<file path="src/hdl/ssq_pkg.sv">
// Shared types and constants for the sorted shift priority queue.
package ssq_pkg;

  localparam int PRIO_W = 9;
  localparam int DATA_W = 32;
  localparam int COUNT_OUT_W = 5;
  localparam logic [PRIO_W-1:0] PRIO_MAX = 9'd256;

  typedef enum logic [1:0] {
    OP_INSERT    = 2'd0,
    OP_POP       = 2'd1,
    OP_DEL_EQUAL = 2'd2,
    OP_DEL_BELOW = 2'd3
  } op_t;

  typedef enum logic [1:0] {
    ST_DONE  = 2'd0,
    ST_FULL  = 2'd1,
    ST_RANGE = 2'd2,
    ST_EMPTY = 2'd3
  } status_t;

  typedef enum logic [1:0] {
    CMD_HOLD   = 2'd0,
    CMD_INSERT = 2'd1,
    CMD_POP    = 2'd2,
    CMD_DELETE = 2'd3
  } cmd_t;

  typedef struct packed {
    logic              valid;
    logic [PRIO_W-1:0] prio;
    logic [DATA_W-1:0] data;
  } slot_t;

  typedef struct packed {
    cmd_t              cmd;
    logic              at_or_below;
    logic [PRIO_W-1:0] prio;
    logic [DATA_W-1:0] data;
  } cell_ctrl_t;

endpackage

</file>
<file path="src/hdl/ssq_if.sv">
// Request and response channel interfaces.
interface ssq_req_if;
  logic                                valid;
  logic                                ready;
  logic [1:0]                          operation;
  logic [ssq_pkg::PRIO_W-1:0]          priority_req;
  logic signed [ssq_pkg::DATA_W-1:0]   entry_data;

  modport source (output valid, output operation, output priority_req, output entry_data,
                  input ready);
  modport sink (input valid, input operation, input priority_req, input entry_data,
                output ready);
endinterface

interface ssq_rsp_if;
  logic                                  valid;
  logic                                  ready;
  logic [1:0]                            status;
  logic [ssq_pkg::COUNT_OUT_W-1:0]       entry_count;
  logic                                  is_full_flag;
  logic                                  is_empty_flag;
  logic [ssq_pkg::PRIO_W-1:0]            head_priority;
  logic signed [ssq_pkg::DATA_W-1:0]     head_data;

  modport source (output valid, output status, output entry_count, output is_full_flag,
                  output is_empty_flag, output head_priority, output head_data,
                  input ready);
  modport sink (input valid, input status, input entry_count, input is_full_flag,
                input is_empty_flag, input head_priority, input head_data,
                output ready);
endinterface

</file>
<file path="src/hdl/sorted_shift_priority_queue.sv">
// Sorted shift priority queue top level: control sequencer and the row of cells.
// A row of QUEUE_DEPTH cells holds the entries sorted by ascending priority; priority
// 0 sits in the front cell and leaves first, equal priorities keep arrival order. One
// request beat is taken at a time. For insert and pop, every cell compares and shifts by
// one place as the request beat is taken; the response register is then loaded once it
// is free. A delete moves the cells by one place per cycle, one removed entry each time,
// until a step finds that nothing is left to remove, and then loads the response
// register once it is free.
// The response register lets the next request beat enter while a response waits.
module sorted_shift_priority_queue #(
  parameter int QUEUE_DEPTH = 16
) (
  input logic      clk,
  input logic      rst,
  ssq_req_if.sink  req,
  ssq_rsp_if.source rsp
);

  localparam int CW = $clog2(QUEUE_DEPTH + 1);
  localparam int PW = ssq_pkg::PRIO_W;
  localparam int DW = ssq_pkg::DATA_W;
  localparam int OW = ssq_pkg::COUNT_OUT_W;

  typedef enum logic [2:0] {
    S_IDLE   = 3'b001,
    S_DELETE = 3'b010,
    S_REPORT = 3'b100
  } state_t;

  state_t                state, state_next;
  logic [CW-1:0]         count, count_next;
  ssq_pkg::status_t      status, status_next;
  logic [PW-1:0]         bound;
  logic                  at_or_below;
  ssq_pkg::cell_ctrl_t   ctrl;

  ssq_pkg::slot_t        slots [QUEUE_DEPTH];
  logic [QUEUE_DEPTH-1:0] keeps;
  logic [QUEUE_DEPTH-1:0] hits;
  logic                  any_match;
  logic                  accept;
  logic                  queue_empty;
  logic                  is_full;
  logic                  prio_bad;
  logic                  load_rsp;
  logic [CW+OW-1:0]      count_wide;

  logic                  rsp_valid;
  ssq_pkg::status_t      rsp_status;
  logic [OW-1:0]         rsp_count;
  logic                  rsp_full;
  logic                  rsp_empty;
  logic [PW-1:0]         rsp_prio;
  logic [DW-1:0]         rsp_data;

  assign req.ready   = (state == S_IDLE);
  assign accept      = req.valid && req.ready;
  assign queue_empty = (count == '0);
  assign is_full     = (count == CW'(QUEUE_DEPTH));
  assign prio_bad    = (req.priority_req > ssq_pkg::PRIO_MAX);
  assign any_match   = |hits;
  assign load_rsp    = (state == S_REPORT) && (!rsp_valid || rsp.ready);
  assign count_wide  = {{OW{1'b0}}, count};

  genvar gi;
  generate
    for (gi = 0; gi < QUEUE_DEPTH; gi++) begin : g_cell
      ssq_pkg::slot_t left_slot;
      ssq_pkg::slot_t right_slot;
      logic           left_keep;
      if (gi == 0) begin : g_front
        assign left_slot = '0;
        assign left_keep = 1'b1;
      end else begin : g_inner
        assign left_slot = slots[gi-1];
        assign left_keep = keeps[gi-1];
      end
      if (gi == QUEUE_DEPTH - 1) begin : g_back
        assign right_slot = '0;
      end else begin : g_body
        assign right_slot = slots[gi+1];
      end
      ssq_cell u_cell (
        .clk        (clk),
        .rst        (rst),
        .ctrl       (ctrl),
        .left_slot  (left_slot),
        .left_keep  (left_keep),
        .right_slot (right_slot),
        .slot       (slots[gi]),
        .keep       (keeps[gi]),
        .match      (hits[gi])
      );
    end
  endgenerate

  always_comb begin
    state_next       = state;
    count_next       = count;
    status_next      = status;
    ctrl.cmd         = ssq_pkg::CMD_HOLD;
    ctrl.at_or_below = at_or_below;
    ctrl.prio        = bound;
    ctrl.data        = req.entry_data;
    case (state)
      S_IDLE: begin
        ctrl.prio        = req.priority_req;
        ctrl.at_or_below = (ssq_pkg::op_t'(req.operation) == ssq_pkg::OP_DEL_BELOW);
        if (accept) begin
          state_next  = S_REPORT;
          status_next = ssq_pkg::ST_DONE;
          case (ssq_pkg::op_t'(req.operation))
            ssq_pkg::OP_INSERT: begin
              if (is_full) begin
                status_next = ssq_pkg::ST_FULL;
              end else if (prio_bad) begin
                status_next = ssq_pkg::ST_RANGE;
              end else begin
                ctrl.cmd   = ssq_pkg::CMD_INSERT;
                count_next = count + CW'(1);
              end
            end
            ssq_pkg::OP_POP: begin
              if (queue_empty) begin
                status_next = ssq_pkg::ST_EMPTY;
              end else begin
                ctrl.cmd   = ssq_pkg::CMD_POP;
                count_next = count - CW'(1);
              end
            end
            default: begin
              if (queue_empty) begin
                status_next = ssq_pkg::ST_EMPTY;
              end else if (prio_bad) begin
                status_next = ssq_pkg::ST_RANGE;
              end else begin
                state_next = S_DELETE;
              end
            end
          endcase
        end
      end
      S_DELETE: begin
        if (any_match) begin
          ctrl.cmd   = ssq_pkg::CMD_DELETE;
          count_next = count - CW'(1);
        end else begin
          state_next = S_REPORT;
        end
      end
      S_REPORT: begin
        if (load_rsp) begin
          state_next = S_IDLE;
        end
      end
      default: begin
        state_next = S_IDLE;
      end
    endcase
  end

  always_ff @(posedge clk) begin
    if (rst) begin
      state     <= S_IDLE;
      count     <= '0;
      rsp_valid <= 1'b0;
    end else begin
      state <= state_next;
      count <= count_next;
      if (load_rsp) begin
        rsp_valid <= 1'b1;
      end else if (rsp.ready) begin
        rsp_valid <= 1'b0;
      end
    end
  end

  always_ff @(posedge clk) begin
    status <= status_next;
    if (accept) begin
      bound       <= req.priority_req;
      at_or_below <= (ssq_pkg::op_t'(req.operation) == ssq_pkg::OP_DEL_BELOW);
    end
    if (load_rsp) begin
      rsp_status <= status;
      rsp_count  <= count_wide[OW-1:0];
      rsp_full   <= is_full;
      rsp_empty  <= queue_empty;
      rsp_prio   <= queue_empty ? '0 : slots[0].prio;
      rsp_data   <= queue_empty ? '0 : slots[0].data;
    end
  end

  assign rsp.valid         = rsp_valid;
  assign rsp.status        = rsp_status;
  assign rsp.entry_count   = rsp_count;
  assign rsp.is_full_flag  = rsp_full;
  assign rsp.is_empty_flag = rsp_empty;
  assign rsp.head_priority = rsp_prio;
  assign rsp.head_data     = rsp_data;

endmodule

</file>
<file path="src/hdl/ssq_cell.sv">
// One queue slot: compares against the request and shifts with its neighbors.
module ssq_cell (
  input  logic                clk,
  input  logic                rst,
  input  ssq_pkg::cell_ctrl_t ctrl,
  input  ssq_pkg::slot_t      left_slot,
  input  logic                left_keep,
  input  ssq_pkg::slot_t      right_slot,
  output ssq_pkg::slot_t      slot,
  output logic                keep,
  output logic                match
);

  logic suffix;

  assign keep   = slot.valid && (slot.prio <= ctrl.prio);
  assign match  = slot.valid &&
                  ((slot.prio == ctrl.prio) || (ctrl.at_or_below && (slot.prio < ctrl.prio)));
  assign suffix = ctrl.at_or_below || !(slot.valid && (slot.prio < ctrl.prio));

  always_ff @(posedge clk) begin
    case (ctrl.cmd)
      ssq_pkg::CMD_INSERT: begin
        if (!keep) begin
          if (left_keep) begin
            slot.prio <= ctrl.prio;
            slot.data <= ctrl.data;
          end else begin
            slot.prio <= left_slot.prio;
            slot.data <= left_slot.data;
          end
        end
      end
      ssq_pkg::CMD_POP: begin
        slot.prio <= right_slot.prio;
        slot.data <= right_slot.data;
      end
      ssq_pkg::CMD_DELETE: begin
        if (suffix) begin
          slot.prio <= right_slot.prio;
          slot.data <= right_slot.data;
        end
      end
      default: begin
      end
    endcase
    if (rst) begin
      slot.valid <= 1'b0;
    end else begin
      case (ctrl.cmd)
        ssq_pkg::CMD_INSERT: begin
          if (!keep) begin
            slot.valid <= left_keep ? 1'b1 : left_slot.valid;
          end
        end
        ssq_pkg::CMD_POP: begin
          slot.valid <= right_slot.valid;
        end
        ssq_pkg::CMD_DELETE: begin
          if (suffix) begin
            slot.valid <= right_slot.valid;
          end
        end
        default: begin
        end
      endcase
    end
  end

endmodule

</file>
<file path="src/flat_wrapper.sv">
// flat-port wrapper written by rule: the top's interface ports become plain ports
module sorted_shift_priority_queue_flat 
#(
  parameter int QUEUE_DEPTH = 16
)
  (clk, rst, req_valid, req_operation, req_priority_req, req_entry_data, req_ready, rsp_valid, rsp_status, rsp_entry_count, rsp_is_full_flag, rsp_is_empty_flag, rsp_head_priority, rsp_head_data, rsp_ready);
  ssq_req_if req_i ();
  ssq_rsp_if rsp_i ();
  input logic clk;
  input logic rst;
  input wire logic [$bits(req_i.valid)-1:0] req_valid;
  input wire logic [$bits(req_i.operation)-1:0] req_operation;
  input wire logic [$bits(req_i.priority_req)-1:0] req_priority_req;
  input wire logic [$bits(req_i.entry_data)-1:0] req_entry_data;
  output wire logic [$bits(req_i.ready)-1:0] req_ready;
  output wire logic [$bits(rsp_i.valid)-1:0] rsp_valid;
  output wire logic [$bits(rsp_i.status)-1:0] rsp_status;
  output wire logic [$bits(rsp_i.entry_count)-1:0] rsp_entry_count;
  output wire logic [$bits(rsp_i.is_full_flag)-1:0] rsp_is_full_flag;
  output wire logic [$bits(rsp_i.is_empty_flag)-1:0] rsp_is_empty_flag;
  output wire logic [$bits(rsp_i.head_priority)-1:0] rsp_head_priority;
  output wire logic [$bits(rsp_i.head_data)-1:0] rsp_head_data;
  input wire logic [$bits(rsp_i.ready)-1:0] rsp_ready;
  assign req_i.valid = req_valid;
  assign req_i.operation = req_operation;
  assign req_i.priority_req = req_priority_req;
  assign req_i.entry_data = req_entry_data;
  assign req_ready = req_i.ready;
  assign rsp_valid = rsp_i.valid;
  assign rsp_status = rsp_i.status;
  assign rsp_entry_count = rsp_i.entry_count;
  assign rsp_is_full_flag = rsp_i.is_full_flag;
  assign rsp_is_empty_flag = rsp_i.is_empty_flag;
  assign rsp_head_priority = rsp_i.head_priority;
  assign rsp_head_data = rsp_i.head_data;
  assign rsp_i.ready = rsp_ready;
  sorted_shift_priority_queue #(.QUEUE_DEPTH(QUEUE_DEPTH)) u_core (.clk(clk), .rst(rst), .req(req_i), .rsp(rsp_i));
endmodule
</file>
<file path="config.mk">
export PLATFORM = sky130hd
export DESIGN_NAME = sorted_shift_priority_queue_flat
export DESIGN_NICKNAME = d
export VERILOG_FILES = /design/src/hdl/ssq_pkg.sv /design/src/hdl/ssq_if.sv /design/src/hdl/sorted_shift_priority_queue.sv /design/src/hdl/ssq_cell.sv /design/src/flat_wrapper.sv
export SDC_FILE = /design/constraint.sdc
export NUM_CORES = 2
export LEC_CHECK = 0
export ABC_AREA = 0
export BUFFER_PORTS_ARGS = -buffer_cell sky130_fd_sc_hd__buf_2
export CAP_MARGIN = 20
export CELL_PAD_IN_SITES_DETAIL_PLACEMENT = 0
export CELL_PAD_IN_SITES_GLOBAL_PLACEMENT = 1
export CORE_ASPECT_RATIO = 1.25
export CORE_UTILIZATION = 50
export CTS_BUF_LIST = sky130_fd_sc_hd__clkbuf_8
export CTS_CLUSTER_SIZE = 40
export DETAILED_ROUTE_END_ITERATION = 10
export HOLD_SLACK_MARGIN = 0.1
export PLACE_DENSITY = 0.86
export SLEW_MARGIN = 5
export SYNTH_ARGS = -nofsm -noshare
export SYNTH_HDL_FRONTEND = slang
export SYNTH_SLANG_ARGS = --single-unit
</file>
<file path="constraint.sdc">
create_clock -name clk -period 25.2 [get_ports clk]
set_input_delay 1.26 -clock clk [delete_from_list [all_inputs] [get_ports clk]]
set_output_delay 1.26 -clock clk [all_outputs]
set_load 0.02 [all_outputs]
</file>
==> impl_metrics.toml <==
[outcome]
status = "finished with violations"
violations = "design-rule violations"

[layout]
utilization_pct = 54.9
multi_input_area_um2 = 18500
synthToLayoutAreaGrowth_pct = 8.67
fin_nets = 3679
fill_cells = 7049
drive_gt1_share_pct = 18.6
ff_latch_area_um2 = 22100

[die]
core_area_um2 = 83000
pin_count = 99
die_y_um = 326
die_x_um = 261
placementRows = 118
start_util_pct = 50.5
dieArea_um2 = 85000

[sta]
max_freq_ghz = 0.111
tns_ns = 0
min_period_over_period_pct = 35.7
slew_violations = 0
whs_ns = 0.423
worst_pin_slew_ns = 1.26
slew_headroom_pct = 15.7
post-route-min-period_ns = 9.01
finalClockSkew_ns = 0.0374
hold_violations = 0
rsz0062_at_grt = "false"
setup_viol = 0

[setup_path]
crit_buf_inv = 6
critPathSlowestCell = "o31a_2"
endpoint_kind = "flip-flop"
cp_data_required_time_ns = 25.81
crit_type = "flip-flop to flip-flop"
worst_path_most_repeated_cell = "buf_4"
start_kind = "flip-flop"
cp_cell_sequence = "or3b_1 > mux2i_1 > clkinv_1 > buf_4 > ha_1 > and3_1 > a21oi_1 > maj3_1 > a22oi_2 > buf_4 > nor4_1 > a31oi_1 > o31a_2 > buf_4 > buf_4 > buf_4 > o21ai_0 > o21ai_0"
worstPathMaxFanout = 112
critPathTopFamily = "buffers and inverters"
cp.arrival_ns = 9.61
slowest_delay_ns = 0.96

[synthesis]
synth.most_common_cell = "o21ai_0"
async_reset_ff_share_pct = 0
synth_area_leaders = "edfxtp_1, mux2i_1, o21ai_0"
yosysTopAreaCell = "edfxtp_1"
synth_cell_types = 74
synth_seq_cells = 743
synth.cell_area_um2 = 41900
synth_edf_count = 718
synth_common_cells = "o21ai_0, edfxtp_1, mux2i_1, clkbuf_1, mux2_2"
syn-instance-count = 3513
synth_top_area_share_pct = 51.4
yosysWarnings = 0
synth-seq-area-share_pct = 52.6
synth_area_per_cell_um2 = 11.9
synth_ff_type = "edfxtp_1"
synth_nets = 3690

[pwr]
seq_power_share_pct = 48.7
p_leak_uw = 0.0172
p_int_uw = 2160
sw_frac_of_total_pct = 28.9
power.density_nw_per_um2 = 66.7
ir_drop_mv = 0.0569
switchingPower_uw = 879
clkPwrFrac_pct = 35.1
combPwrFrac_pct = 16.2

[clock_tree]
clkSlewWorstSetupHoldPaths_ns = 0.07
cts_buffers = 130
clkLatencyLatePin_ns = 0.80
cts_resized = 0
cts_tree = "built"
cts_hold_buf = 0
clk_path_buf_depth = 3
cts_root_buf = "clkbuf_8"
h-tree-depth = 4
post-cts-setup-buffers = 0
clock_sinks = 743

[routing]
ant_nets = 0
wire_per_inst_um = 23.8
routed_via_density = 6.32
drt_iter0_drc = 2433
drc = 5
via_count = 29607
firstDrtPassIters = 11
wl_um = 112000

[global_route]
grt_util_all_layers_pct = 26.2
antenna_found_initial = 2
grt_first_pass_wirelength_um = 175000
grt_max_degree = 232
grt_overflow = 0
grt_pass1_vias = 30016

[place]
place.detailed.hpwl_um = 65000
portBuffers = 98
place_congestion = 0.882

[job]
maxCapViolCount = 0

[worst_hold_path]
hold_path_class = "flip-flop to flip-flop"
-- cells in the final DEF, fill, tap and decap left out, types with 25 or more instances in the layout --
master,Yosys,layout
a21oi_1,108,105
mux2_4,90,90
a21o_1,33,31
nand2_1,105,105
clkbuf_8,0,133
nor2b_1,47,47
clkinv_1,1,30
buf_4,9,57
edfxtp_1,718,718
nor2_1,148,141
o21ai_0,769,767
mux2i_1,389,382
dfxtp_1,25,25
mux2_1,78,78
mux2_2,211,211
ha_1,130,130
nand3_1,37,37
buf_2,15,98
inv_1,63,110
-- flip-flops by register name, summed over array words and instances (netlist names), 2 cells and up --
register	cells
u_core.g_cell.u_cell.slot	672
u_core.rsp.head_data	32
u_core.bound	9
u_core.rsp.head_priority	9
u_core.count	5
u_core.rsp.entry_count	5
u_core.state	3
u_core.rsp.status	2
u_core.status	2
-- path summary, 6_finish.rpt --
check              startpoint                                to  slack (ns)  depth (start not counted)
min          u_core.status[0]              u_core.rsp.status[0]        0.42                          0
max reg2reg   u_core.state[0]  u_core.g_cell[2].u_cell.slot[10]       16.19                         18
min reg2reg  u_core.status[0]              u_core.rsp.status[0]        0.42                          0
max           u_core.state[0]  u_core.g_cell[2].u_cell.slot[10]       16.19                         18
-- logic make-up (layout without fill, tap and decap cells) --
logic type                 after synthesis  count (layout)  share of synthesized area, %
AOI/OAI and AO/OA                     1026            1026                          13.3
xor gates and xnor gates                18              18                         0.376
adders and majority gates              145             145                          4.24
muxes                                  768             768                          20.3
DFF                                    743             743                          52.6
other                                    0               1                             0
and+or+nand+nor                        447             447                          5.13
buffers and inverters                  366             460                          4.01
-- layout make-up --
| class | instances | area share, % |
|---|---|---|
| flip-flops and latches | 743 | 48.4 |
| multi-input cells | 2404 | 40.6 |
| clock buffers | 133 | 4.02 |
| well taps | 1080 | 2.97 |
| repair buffers | 158 | 2.15 |
| clock inverters | 104 | 1.25 |
| inverters | 65 | 0.536 |
| diodes | 1 | 0.00549 |
-- power groups by stage --
stage	Clock [uW]	Combinational [uW]	Sequential, uW
global route	1130	542	1480
floorplan	0	335	1500
detailed placement	0	490	1500
CTS	1080	492	1480
finish	1060	493	1480
global placement	0	478	1500
-- routing by layer --
metal | GRT usage, % | up-vias | part of all wire [%] | wire length, um
li1 | - | 13360 | - | -
met1 | 35.6 | 14976 | 43 | 48200
met2 | 41.6 | 1027 | 47 | 52300
met3 | 4.30 | 244 | 5.9 | 6640
met4 | 11.2 | 0 | 4.0 | 4480
met5 | 0 | - | 0 | 0
-- stage by stage --
stage	worst slack (ns)	cells	power, uW	cell area (um^2)
after floorplan	16.96	3513	1830	41900
after CTS	16.20	4687	3050	45500
after global routing	15.60	4688	3160	45500
after detailed placement	16.01	4450	1990	43100
after global placement	16.15	4450	1980	43100
final	16.19	4688	3040	45500
-- worst reg2reg max path, stage by stage, from the launching register on --
cell      delay [ns]
dfxtp_1         0.39
or3b_1          0.65
mux2i_1         0.89
clkinv_1        0.16
buf_4           0.29
ha_1            0.32
and3_1          0.19
a21oi_1         0.06
maj3_1          0.36
a22oi_2         0.18
buf_4           0.67
nor4_1          0.10
a31oi_1         0.42
o31a_2          0.96
buf_4           0.89
buf_4           0.95
buf_4           0.96
o21ai_0         0.28
o21ai_0         0.12
No activity file was read; power rests on OpenSTA's default activity.
